==> config.mk <==
export PLATFORM = sky130hd
export DESIGN_NAME = decimal_expression_alu
export DESIGN_NICKNAME = d
export VERILOG_FILES = /design/src/rtl/dea_pkg.sv /design/src/rtl/dea_iter.sv /design/src/rtl/decimal_expression_alu.sv
export VERILOG_INCLUDE_DIRS = /design/src /design/src/rtl
export SDC_FILE = /design/constraint.sdc
export NUM_CORES = 1
export LEC_CHECK = 0
export BUFFER_PORTS_ARGS = -buffer_cell sky130_fd_sc_hd__buf_2
export CAP_MARGIN = 10
export CORE_ASPECT_RATIO = 2
export CORE_MARGIN = 2
export CORE_UTILIZATION = 50
export DETAILED_ROUTE_END_ITERATION = 12
export HOLD_SLACK_MARGIN = 0.03
export PLACE_DENSITY = 0.77
export SLEW_MARGIN = 20
export SYNTH_ARGS = -nofsm -noshare
export SYNTH_HDL_FRONTEND = slang
export SYNTH_HIERARCHICAL = 1
export SYNTH_SLANG_ARGS = --single-unit
==> constraint.sdc <==
create_clock -name clk_i -period 7.9 [get_ports clk_i]
set_input_delay 0.395 -clock clk_i [delete_from_list [all_inputs] [get_ports clk_i]]
set_output_delay 0.395 -clock clk_i [all_outputs]
set_load 0.01 [all_outputs]
==> src/rtl/decimal_expression_alu_macros.svh <==
// Assertion helpers for the decimal expression ALU.
`ifndef DECIMAL_EXPRESSION_ALU_MACROS_SVH
`define DECIMAL_EXPRESSION_ALU_MACROS_SVH

`ifndef SYNTHESIS
// prop holds at every clock edge outside reset
`define DEA_ASSERT(lbl, prop, msg) \
  lbl: assert property (@(posedge clk_i) disable iff (!rst_ni) (prop)) else $error(msg);
// cond never holds outside reset
`define DEA_ASSERT_NEVER(lbl, cond, msg) \
  `DEA_ASSERT(lbl, !(cond), msg)
`else
`define DEA_ASSERT(lbl, prop, msg)
`define DEA_ASSERT_NEVER(lbl, cond, msg)
`endif

`endif

==> src/rtl/dea_pkg.sv <==
package dea_pkg;

  localparam int WORD_BITS = 32;
  localparam int CNT_W     = $clog2(WORD_BITS);

  localparam logic [7:0] CH_NUL   = 8'h00;
  localparam logic [7:0] CH_SPACE = 8'h20;
  localparam logic [7:0] CH_TAB   = 8'h09;
  localparam logic [7:0] CH_CR    = 8'h0D;
  localparam logic [7:0] CH_PLUS  = 8'h2B;
  localparam logic [7:0] CH_MINUS = 8'h2D;
  localparam logic [7:0] CH_STAR  = 8'h2A;
  localparam logic [7:0] CH_SLASH = 8'h2F;
  localparam logic [7:0] CH_ZERO  = 8'h30;
  localparam logic [7:0] CH_NINE  = 8'h39;

  typedef enum logic [3:0] {
    PH_WS1   = 4'd0,
    PH_SIGN1 = 4'd1,
    PH_NUM1  = 4'd2,
    PH_WS2   = 4'd3,
    PH_SIGN2 = 4'd4,
    PH_NUM2  = 4'd5,
    PH_DONE  = 4'd6,
    PH_FAIL  = 4'd7
  } phase_e;

  typedef enum logic [1:0] {
    STAT_OK   = 2'd0,
    STAT_BAD  = 2'd1,
    STAT_DIVZ = 2'd2,
    STAT_UNK  = 2'd3
  } status_e;

  typedef enum logic [2:0] {
    SEQ_PARSE,
    SEQ_EVAL,
    SEQ_ISSUE,
    SEQ_WAIT,
    SEQ_OUT
  } seq_e;

  typedef struct packed {
    logic [7:0] char_code;
    logic       end_of_text;
  } in_t;

  typedef struct packed {
    logic signed [WORD_BITS-1:0] value;
    status_e                     status;
  } out_t;

  typedef struct packed {
    logic                 start;
    logic                 op_div;
    logic [WORD_BITS-1:0] opa;
    logic [WORD_BITS-1:0] opb;
  } iter_req_t;

  typedef struct packed {
    logic                 done;
    logic [WORD_BITS-1:0] value;
  } iter_rsp_t;

  function automatic logic is_space(logic [7:0] c);
    return (c == CH_SPACE) || (c >= CH_TAB && c <= CH_CR);
  endfunction

  function automatic logic is_digit(logic [7:0] c);
    return (c >= CH_ZERO) && (c <= CH_NINE);
  endfunction

  // acc * 10 + digit, wrapping; digit value is the low nibble of an ASCII digit
  function automatic logic [WORD_BITS-1:0] push_digit(logic [WORD_BITS-1:0] acc,
                                                      logic [7:0] c);
    return (acc << 3) + (acc << 1) + {{(WORD_BITS-4){1'b0}}, c[3:0]};
  endfunction

endpackage

==> src/rtl/dea_iter.sv <==
module dea_iter (
  input  logic                clk_i,
  input  logic                rst_ni,
  input  dea_pkg::iter_req_t  req_i,
  output dea_pkg::iter_rsp_t  rsp_o
);

  localparam int W = dea_pkg::WORD_BITS;

  logic                      busy_q, busy_d;
  logic                      done_q, done_d;
  logic                      div_q, div_d;
  logic [dea_pkg::CNT_W-1:0] cnt_q, cnt_d;
  logic [W-1:0]              acc_q, acc_d;
  logic [W-1:0]              x_q, x_d;
  logic [W-1:0]              y_q, y_d;
  logic [W-1:0]              trial;

  // multiply: acc += x when y lsb set, x shifts up, y shifts down (low word only)
  // divide: restoring, acc is the remainder, x the dividend turning into the quotient
  always_comb begin
    busy_d = busy_q;
    done_d = 1'b0;
    div_d  = div_q;
    cnt_d  = cnt_q;
    acc_d  = acc_q;
    x_d    = x_q;
    y_d    = y_q;
    trial  = {acc_q[W-2:0], x_q[W-1]};
    if (req_i.start) begin
      busy_d = 1'b1;
      div_d  = req_i.op_div;
      cnt_d  = dea_pkg::CNT_W'(W - 1);
      acc_d  = '0;
      x_d    = req_i.opa;
      y_d    = req_i.opb;
    end else if (busy_q) begin
      if (div_q) begin
        if (trial >= y_q) begin
          acc_d = trial - y_q;
          x_d   = {x_q[W-2:0], 1'b1};
        end else begin
          acc_d = trial;
          x_d   = {x_q[W-2:0], 1'b0};
        end
      end else begin
        if (y_q[0]) begin
          acc_d = acc_q + x_q;
        end
        x_d = x_q << 1;
        y_d = y_q >> 1;
      end
      cnt_d = cnt_q - dea_pkg::CNT_W'(1);
      if (cnt_q == '0) begin
        busy_d = 1'b0;
        done_d = 1'b1;
      end
    end
  end

  always_ff @(posedge clk_i or negedge rst_ni) begin
    if (!rst_ni) begin
      busy_q <= 1'b0;
      done_q <= 1'b0;
      div_q  <= 1'b0;
      cnt_q  <= '0;
    end else begin
      busy_q <= busy_d;
      done_q <= done_d;
      div_q  <= div_d;
      cnt_q  <= cnt_d;
    end
  end

  always_ff @(posedge clk_i) begin
    acc_q <= acc_d;
    x_q   <= x_d;
    y_q   <= y_d;
  end

  assign rsp_o.done  = done_q;
  assign rsp_o.value = div_q ? x_q : acc_q;

endmodule

==> src/rtl/decimal_expression_alu.sv <==
// Four-function integer calculator. Characters of an expression such as
// " -12* +7" arrive one per request on the input channel and are parsed at
// one character per cycle as signed integer, one operator character, signed
// integer; text after the second number is ignored. The request flagged
// end_of_text yields one result: value plus status (ok, bad format, divide by
// zero, unknown operator; value is 0 unless ok). After that final character
// the input stalls while the result is computed: an evaluate state, then for
// + and - an issue state, and for * and / an issue state and a wait on the
// shared shift-add / restoring-divide unit that retires one bit per cycle;
// a bad format, divide by zero or unknown operator goes from evaluate straight
// to the output state, which waits while the previous result is still held
// in the output register. A held result does not block the characters of the
// next expression, only its final character's evaluation.
`include "decimal_expression_alu_macros.svh"

module decimal_expression_alu (
  input  logic           clk_i,
  input  logic           rst_ni,
  input  logic           in_valid_i,
  output logic           in_stall_o,
  input  dea_pkg::in_t   in_i,
  output logic           out_valid_o,
  input  logic           out_stall_i,
  output dea_pkg::out_t  out_o
);

  localparam int W = dea_pkg::WORD_BITS;

  dea_pkg::seq_e    seq_q, seq_d;
  dea_pkg::phase_e  phase_q, phase_d;
  logic [W-1:0]     num1_q, num1_d;
  logic [W-1:0]     num2_q, num2_d;
  logic             neg1_q, neg1_d;
  logic             neg2_q, neg2_d;
  logic [7:0]       op_q, op_d;

  dea_pkg::status_e status_q, status_d;
  logic [W-1:0]     a_q, a_d;
  logic [W-1:0]     b_q, b_d;
  logic [W-1:0]     res_q, res_d;
  logic             qneg_q, qneg_d;

  logic             out_valid_q, out_valid_d;
  dea_pkg::out_t    out_q, out_d;

  dea_pkg::iter_req_t iter_req;
  dea_pkg::iter_rsp_t iter_rsp;

  logic             in_acc;
  logic             out_free;
  logic             parse_clear;
  logic [7:0]       c;
  logic [W-1:0]     abs_a, abs_b;

  assign in_stall_o = (seq_q != dea_pkg::SEQ_PARSE);
  assign in_acc     = in_valid_i && !in_stall_o;
  assign out_free   = !out_valid_q || !out_stall_i;
  assign c          = in_i.char_code;
  assign abs_a      = a_q[W-1] ? (W'(0) - a_q) : a_q;
  assign abs_b      = b_q[W-1] ? (W'(0) - b_q) : b_q;

  // character parser
  always_comb begin
    phase_d = phase_q;
    num1_d  = num1_q;
    num2_d  = num2_q;
    neg1_d  = neg1_q;
    neg2_d  = neg2_q;
    op_d    = op_q;
    if (parse_clear) begin
      phase_d = dea_pkg::PH_WS1;
      num1_d  = '0;
      num2_d  = '0;
      neg1_d  = 1'b0;
      neg2_d  = 1'b0;
      op_d    = '0;
    end else if (in_acc && phase_q != dea_pkg::PH_DONE && phase_q != dea_pkg::PH_FAIL) begin
      if (c == dea_pkg::CH_NUL) begin
        phase_d = (phase_q == dea_pkg::PH_NUM2) ? dea_pkg::PH_DONE : dea_pkg::PH_FAIL;
      end else begin
        case (phase_q)
          dea_pkg::PH_WS1: begin
            if (dea_pkg::is_space(c)) begin
              phase_d = phase_q;
            end else if (c == dea_pkg::CH_PLUS || c == dea_pkg::CH_MINUS) begin
              neg1_d  = (c == dea_pkg::CH_MINUS);
              phase_d = dea_pkg::PH_SIGN1;
            end else if (dea_pkg::is_digit(c)) begin
              num1_d  = dea_pkg::push_digit(num1_q, c);
              phase_d = dea_pkg::PH_NUM1;
            end else begin
              phase_d = dea_pkg::PH_FAIL;
            end
          end
          dea_pkg::PH_SIGN1: begin
            if (dea_pkg::is_digit(c)) begin
              num1_d  = dea_pkg::push_digit(num1_q, c);
              phase_d = dea_pkg::PH_NUM1;
            end else begin
              phase_d = dea_pkg::PH_FAIL;
            end
          end
          dea_pkg::PH_NUM1: begin
            if (dea_pkg::is_digit(c)) begin
              num1_d = dea_pkg::push_digit(num1_q, c);
            end else begin
              op_d    = c;
              phase_d = dea_pkg::PH_WS2;
            end
          end
          dea_pkg::PH_WS2: begin
            if (dea_pkg::is_space(c)) begin
              phase_d = phase_q;
            end else if (c == dea_pkg::CH_PLUS || c == dea_pkg::CH_MINUS) begin
              neg2_d  = (c == dea_pkg::CH_MINUS);
              phase_d = dea_pkg::PH_SIGN2;
            end else if (dea_pkg::is_digit(c)) begin
              num2_d  = dea_pkg::push_digit(num2_q, c);
              phase_d = dea_pkg::PH_NUM2;
            end else begin
              phase_d = dea_pkg::PH_FAIL;
            end
          end
          dea_pkg::PH_SIGN2: begin
            if (dea_pkg::is_digit(c)) begin
              num2_d  = dea_pkg::push_digit(num2_q, c);
              phase_d = dea_pkg::PH_NUM2;
            end else begin
              phase_d = dea_pkg::PH_FAIL;
            end
          end
          dea_pkg::PH_NUM2: begin
            if (dea_pkg::is_digit(c)) begin
              num2_d = dea_pkg::push_digit(num2_q, c);
            end else begin
              phase_d = dea_pkg::PH_DONE;
            end
          end
          default: begin
            phase_d = phase_q;
          end
        endcase
      end
    end
  end

  // evaluation sequencer
  always_comb begin
    seq_d       = seq_q;
    status_d    = status_q;
    a_d         = a_q;
    b_d         = b_q;
    res_d       = res_q;
    qneg_d      = qneg_q;
    parse_clear = 1'b0;
    iter_req    = '0;
    out_valid_d = out_valid_q && out_stall_i;
    out_d       = out_q;
    case (seq_q)
      dea_pkg::SEQ_PARSE: begin
        if (in_acc && in_i.end_of_text) begin
          seq_d = dea_pkg::SEQ_EVAL;
        end
      end
      dea_pkg::SEQ_EVAL: begin
        a_d   = neg1_q ? (W'(0) - num1_q) : num1_q;
        b_d   = neg2_q ? (W'(0) - num2_q) : num2_q;
        res_d = '0;
        seq_d = dea_pkg::SEQ_OUT;
        if (phase_q != dea_pkg::PH_NUM2 && phase_q != dea_pkg::PH_DONE) begin
          status_d = dea_pkg::STAT_BAD;
        end else if (op_q == dea_pkg::CH_PLUS || op_q == dea_pkg::CH_MINUS ||
                     op_q == dea_pkg::CH_STAR) begin
          status_d = dea_pkg::STAT_OK;
          seq_d    = dea_pkg::SEQ_ISSUE;
        end else if (op_q == dea_pkg::CH_SLASH) begin
          // negation keeps zero at zero, so the magnitude tells
          if (num2_q == '0) begin
            status_d = dea_pkg::STAT_DIVZ;
          end else begin
            status_d = dea_pkg::STAT_OK;
            seq_d    = dea_pkg::SEQ_ISSUE;
          end
        end else begin
          status_d = dea_pkg::STAT_UNK;
        end
      end
      dea_pkg::SEQ_ISSUE: begin
        if (op_q == dea_pkg::CH_PLUS) begin
          res_d = a_q + b_q;
          seq_d = dea_pkg::SEQ_OUT;
        end else if (op_q == dea_pkg::CH_MINUS) begin
          res_d = a_q - b_q;
          seq_d = dea_pkg::SEQ_OUT;
        end else if (op_q == dea_pkg::CH_STAR) begin
          iter_req.start  = 1'b1;
          iter_req.op_div = 1'b0;
          iter_req.opa    = a_q;
          iter_req.opb    = b_q;
          seq_d           = dea_pkg::SEQ_WAIT;
        end else begin
          iter_req.start  = 1'b1;
          iter_req.op_div = 1'b1;
          iter_req.opa    = abs_a;
          iter_req.opb    = abs_b;
          qneg_d          = a_q[W-1] ^ b_q[W-1];
          seq_d           = dea_pkg::SEQ_WAIT;
        end
      end
      dea_pkg::SEQ_WAIT: begin
        if (iter_rsp.done) begin
          if (op_q == dea_pkg::CH_SLASH && qneg_q) begin
            res_d = W'(0) - iter_rsp.value;
          end else begin
            res_d = iter_rsp.value;
          end
          seq_d = dea_pkg::SEQ_OUT;
        end
      end
      dea_pkg::SEQ_OUT: begin
        if (out_free) begin
          out_valid_d  = 1'b1;
          out_d.value  = $signed(res_q);
          out_d.status = status_q;
          parse_clear  = 1'b1;
          seq_d        = dea_pkg::SEQ_PARSE;
        end
      end
      default: begin
        seq_d = dea_pkg::SEQ_PARSE;
      end
    endcase
  end

  always_ff @(posedge clk_i or negedge rst_ni) begin
    if (!rst_ni) begin
      seq_q       <= dea_pkg::SEQ_PARSE;
      phase_q     <= dea_pkg::PH_WS1;
      num1_q      <= '0;
      num2_q      <= '0;
      neg1_q      <= 1'b0;
      neg2_q      <= 1'b0;
      op_q        <= '0;
      out_valid_q <= 1'b0;
    end else begin
      seq_q       <= seq_d;
      phase_q     <= phase_d;
      num1_q      <= num1_d;
      num2_q      <= num2_d;
      neg1_q      <= neg1_d;
      neg2_q      <= neg2_d;
      op_q        <= op_d;
      out_valid_q <= out_valid_d;
    end
  end

  always_ff @(posedge clk_i) begin
    status_q <= status_d;
    a_q      <= a_d;
    b_q      <= b_d;
    res_q    <= res_d;
    qneg_q   <= qneg_d;
    out_q    <= out_d;
  end

  dea_iter u_iter (
    .clk_i  (clk_i),
    .rst_ni (rst_ni),
    .req_i  (iter_req),
    .rsp_o  (iter_rsp)
  );

  assign out_valid_o = out_valid_q;
  assign out_o       = out_q;

  `DEA_ASSERT(a_err_value_zero, out_valid_o && out_o.status != dea_pkg::STAT_OK |-> out_o.value == '0, "error result with nonzero value")
  `DEA_ASSERT(a_last_char_stalls, in_acc && in_i.end_of_text |=> in_stall_o, "input not stalled after final character")
  `DEA_ASSERT_NEVER(a_done_outside_wait, iter_rsp.done && seq_q != dea_pkg::SEQ_WAIT, "shared unit finished outside wait")
  `DEA_ASSERT(a_load_from_out, out_valid_o && !$past(out_valid_o) |-> $past(seq_q == dea_pkg::SEQ_OUT), "result appeared without sequencer")
  `DEA_ASSERT(a_parse_reset, seq_q == dea_pkg::SEQ_OUT && out_free |=> phase_q == dea_pkg::PH_WS1 && num1_q == '0 && num2_q == '0, "parser not cleared after result")

endmodule
== Word-level counts from Yosys, hierarchy flattened ==
Cells that the tools add are included.
W data, S select, Z words.

* Register bits: 319
* Input bits: 13
* Word-level logic and storage cells: 221

* Add/subtract/negate cells: 14
* Order comparisons: 5
* Equality and inequality tests: 35
* Muxes and demuxes: 91
* Bitwise operators: 4
* Reduce and logical (&&, ||, !) cells: 49

{| class="wikitable"
|+ Operators by type and width
! cell !! count
|-
| $mux W32 || 29
|-
| $mux W66 || 3
|-
| $sub A1 B32 Y32 const A || 5
|-
| $add A32 B32 Y32 || 4
|-
| $pmux W32 S2 || 2
|-
| $pmux W32 S3 || 1
|-
| $mux W65 || 1
|-
| $add A32 B4 Y32 || 2
|-
| $sub A32 B32 Y32 || 2
|-
| $eq A8 B6 Y1 const B || 7
|-
| $mux W8 || 5
|-
| $mux W3 || 11
|-
| $ge A32 B32 Y1 || 1
|-
| $logic_not A32 Y1 || 1
|-
| $mux W4 || 7
|-
| $mux W1 || 24
|-
| $pmux W4 S6 || 1
|-
| $reduce_and A5 Y1 || 4
|-
| $ne A4 B4 Y1 const B || 4
|-
| $ne A3 B3 Y1 const B || 5
|-
| $pmux W3 S5 || 1
|-
| $reduce_bool A2 Y1 || 7
|-
| $ne A2 B2 Y1 const B || 6
|-
| $ne A4 B3 Y1 const B || 3
|-
| 30 further kinds || 62
|}

== Depth between registers and ports, before layout ==
* Word-level depth: 9
* Gate-level depth with buffers: 18
* Depth with buffers taken out: 18

== Modules after synthesis ==
Netlist, hierarchy kept.

{| class="wikitable"
|+ By module, submodules not included
! module !! times used !! cells an instance !! area an instance (um^2)
|-
| decimal_expression_alu || 1 || 1,985 || 17,345.4
|-
| dea_iter || 1 || 956 || 8,450.6
|}

== Least setup slack after synthesis ==
Ideal clock, no wire load.

* Path type: flip-flop to flip-flop
* Start: register op_q[7]
* End: register res_q[23] (data pin)
* Library setup time: 0.267 ns
* Arrival time: 4.040 ns
* Path slack: 3.594 ns
* Stages on the path, launching flop included: 18
* Buffers on the path: 2
* Clock period less this slack: 4.306 ns
* Cell sequence: dfrtp_1 nor4_1 and3b_1 and2_1 clkbuf_1 clkbuf_1 nor2_1 xor2_1 ha_1 o211ai_1 o211ai_1 a221o_1 o21ai_0 nand2_1 o311a_1 o211ai_1 mux2i_1 o211ai_1

* Longest elaborated chain between the ends: 5

{| class="wikitable"
|+ RTL lines
! element !! line !! text
|-
| start: declaration || decimal_expression_alu.sv:35 || <nowiki>logic [7:0] op_q, op_d;</nowiki>
|-
| start signal: assignment || decimal_expression_alu.sv:252 || <nowiki>op_q <= op_d;</nowiki>
|-
| $eq A8 B6 Y1 || decimal_expression_alu.sv:212 || <nowiki>if (op_q == dea_pkg::CH_SLASH && qneg_q) begin</nowiki>
|-
| $logic_and A1 B1 Y1 || decimal_expression_alu.sv:212 ||
|-
| $mux W32 || decimal_expression_alu.sv:212 ||
|-
| $mux W32 || decimal_expression_alu.sv:211 || <nowiki>if (iter_rsp.done) begin</nowiki>
|-
| $pmux W32 S3 * || decimal_expression_alu.sv:159 || <nowiki>case (seq_q)</nowiki>
|-
| via res_d[23] || decimal_expression_alu.sv:40 || <nowiki>logic [W-1:0] res_q, res_d;</nowiki>
|-
| end signal: assignment || decimal_expression_alu.sv:261 || <nowiki>res_q <= res_d;</nowiki>
|-
| end: declaration || decimal_expression_alu.sv:40 ||
|}

The timed path passes the listed nets; every way through them passes the cells marked *. The select of a mux whose other input is x is not followed.
A chain may end at the register's enable or synchronous reset.

== Worst setup path after layout ==
* Start: register op_q[6]
* End: register res_q[30] (data pin)

Same word-level chain as after synthesis.

==> results_dict.tcl <==
set metrics [dict create \
    outcome "complete, no violations" \
    synthSimpleGateAreaFrac 0.1747 \
    area_delta_synth_final_pct 6.888 \
    yosys_warnings 6 \
    synth_top_area_share 0.2293 \
    cap_violations 0 \
    p_leak_nw 11.74 \
    yosys.area_share.adder 0.1141 \
    multi_input_area_um2 16150 \
    setup_tns_ns 0 \
    viasPerCell 6.341 \
    clockBufferDepth 3 \
    cp.required_ns 8.34 \
    ys_ff_latch 318 \
    synth-edff-count 197 \
    synth.area.top_cells "edfxtp_1 23%, ha_1 11%, dfrtp_1 8.6%" \
    timing.hold.ws_ns 0.03592 \
    ir_drop_mv 0.1825 \
    boundaryPins 49 \
    post-place-cells 3526 \
    synth_top_cell_by_area "edfxtp_1" \
    finalMaxSlewViolations 0 \
    rr_worst_depth 15 \
    cts_max_level 1 \
    drc 0 \
    clk_latency_ns 0.63 \
    synthFlopType "edfxtp_1" \
    power_density_nw_per_um2 266.3 \
    arrival_ns 5.74 \
    post-route-min-period_ns 5.306 \
    grt_max_degree 73 \
    internal-power_mw 4.182 \
    relSlewSlack 0.2888 \
    postCtsSetupBuffers 0 \
    grt_usage 0.3227 \
    die_y_um 325.2 \
    regToRegSetupSlack_ns 2.59 \
    ys_types 93 \
    synth_top_family_by_area "compound AO/OA/AOI/OAI gates" \
    min_path_type "input pin to flop" \
    port_buffers 48 \
    dpl_cell_area_um2 26470 \
    clkPwrFrac 0.220 \
    start_util 0.5064 \
    clock-sinks 318 \
    wl_per_cell_um 24.20 \
    overflow 0 \
    p_comb_frac 0.431 \
    nFillCells 4636 \
    antenna_found_initial 1 \
    regArea_um2 8785 \
    numCtsBuffers 30 \
    syn_nets 3185 \
    place_congestion 1.014 \
    nets 3150 \
    die-area_um2 53530 \
    drt-pass1-iter-count 5 \
    hold_viol 0 \
    core_area_um2 50940 \
    tightestPinTransition_ns 1.040 \
    synthArstFlopShare 0.2799 \
    grt_pass1_vias 22450 \
    dp_hpwl_mm 67.62 \
    endpoint_kind "flop" \
    p_sw_mw 3.162 \
    synthesis.area_um2 25800 \
    synth-xor-area-share 0.09507 \
    syn_avg_cell_area_um2 8.771 \
    cts_tree "yes" \
    path_max_fanout 16 \
    max_freq_mhz 188.5 \
    synth_compound_area_frac 0.2078 \
    path_class "flop to flop" \
    fin_area_um2 27570 \
    synth_cells 2941 \
    synthMuxAreaShare 0.03318 \
    hold_depth 3 \
    final_cells 3584 \
    startpoint_type "flop" \
    setup_viol 0 \
    pwr-share-seq 0.349 \
    rows 117 \
    p_sw_frac 0.4305 \
    fin_skew_ns 0.03723 \
    cts-root-buf "clkbuf_16" \
    drive_gt1_frac 0.07682 \
    clk_pin_slew_ns 0.07 \
    seq_area_frac_synth 0.3405 \
    drt_iter0_markers 1811 \
    die_w_um 164.6 \
    ant_nets 0 \
    grt_pass1_wl_mm 130.5 \
    via_count 22730 \
    fin_crit_sh 0.6716 \
    routed_wl_mm 86.74 \
    rsz0062_at_grt "no" \
]
==> Yosys cell counts (61+ instances only) <==
cell / n
nor3_1: 61
xor2_1: 100
edfxtp_1: 197
a21o_1: 74
xnor2_1: 180
clkbuf_1: 97
inv_1: 94
nand3_1: 66
nand2_1: 323
ha_1: 224
o21ai_0: 232
nor2_1: 253
a21oi_1: 259
dfrtp_1: 89
==> cells by family after synthesis <==
group,Yosys count
and+or+nand+nor,952
AOI/OAI and AO/OA,854
DFF,318
xor gates and xnor gates,280
adders and majority gates,231
buffers and inverters,228
muxes,78
==> metrics by stage <==
step | power, mW | setup slack [ns] | utilization
2_1_floorplan | 4.564 | 3.594 | -
3_3_place_gp | 5.591 | 2.842 | 0.5196
3_5_place_dp | 5.653 | 2.647 | 0.5196
4_1_cts | 7.265 | 2.621 | 0.5406
5_1_grt | 7.706 | 2.200 | 0.5412
6_report | 7.344 | 2.594 | 0.5412
==> worst paths after layout <==
check                             from      endpoint
min in group asynchronous       rst_ni    num2_q[12]
setup / recovery               op_q[6]     res_q[30]
hold reg to reg              res_q[24]     out_o[26]
setup reg to reg               op_q[6]     res_q[30]
hold / removal             out_stall_i   out_valid_o
max in group asynchronous       rst_ni  u_iter/div_q
==> layout by cell type, fill, tap and decap left out, types with 20 or more instances in the layout <==
master,n
nand2_1,323
o21ai_0,232
o31ai_1,31
mux2_2,60
xnor2_1,180
nor2_1,251
nor3_1,61
nor4_1,20
nand2b_1,30
xor2_1,100
dfrtp_1,88
buf_2,47
inv_1,92
a211oi_1,38
o21a_1,26
edfxtp_1,197
or3_1,49
dfxtp_1,32
nand3_1,66
ha_1,224
nand4_1,24
a21oi_1,258
clkbuf_16,31
nor2b_1,21
a31oi_1,26
a21o_1,73
o211ai_1,25
==> critical path, stage by stage (launching register included) <==
cell      delay [ns]
dfrtp_1         0.40
nor4_1          0.68
and3b_1         0.35
and2_1          0.59
nor2_1          0.11
xor2_1          0.17
ha_1            0.33
nor2b_1         0.15
o21ai_0         0.14
nand2b_1        0.10
a31oi_1         0.52
o21ai_0         0.38
o21ai_0         0.46
a211oi_1        0.18
o31a_1          0.33
o32ai_1         0.22
==> power groups by stage <==
stage                     Combinational [mW]  Sequential, mW  Clock (mW)
final                                   3.16            2.56        1.62
after global routing                    3.43            2.59        1.69
after CTS                               3.10            2.54        1.63
after detailed placement                3.08            2.57           0
after global placement                  3.03            2.56           0
after floorplan                         2.18            2.38           0
==> per-layer routing <==
metal,share of wire,global-route usage,wire length (um)
met3,0.051,0.05100,4409
met2,0.51,0.5699,43970
met1,0.33,0.3085,28330
met5,0.00015,0,13
met4,0.12,0.3089,10010
==> registers in the layout, indices dropped and copies added, names as in the netlist, 2 cells and up <==
register      cells
out_o            34
a_q              32
b_q              32
num1_q           32
num2_q           32
res_q            32
u_iter/acc_q     32
u_iter/x_q       32
u_iter/y_q       32
op_q              8
u_iter/cnt_q      5
phase_q           3
seq_q             3
status_q          2
==> what timing repair did <==
item / 4_1_cts / 5_1_grt
endpoints found under the hold margin: 23 / 0
gates resized for setup: 0 / 0
hold buffers: 1 / 0
==> area by class of cell <==
| type | count | share of cell area |
|---|---|---|
| Tap cell | 654 | 0.02968 |
| Inverter | 95 | 0.01302 |
| Antenna cell | 1 | 0.00009076 |
| Timing Repair Buffer | 66 | 0.01452 |
| Clock buffer | 37 | 0.02895 |
| Clock inverter | 18 | 0.009529 |
| Multi-Input combinational cell | 2395 | 0.5856 |
| Sequential cell | 318 | 0.3186 |
Power figures use the tool's default switching activity.
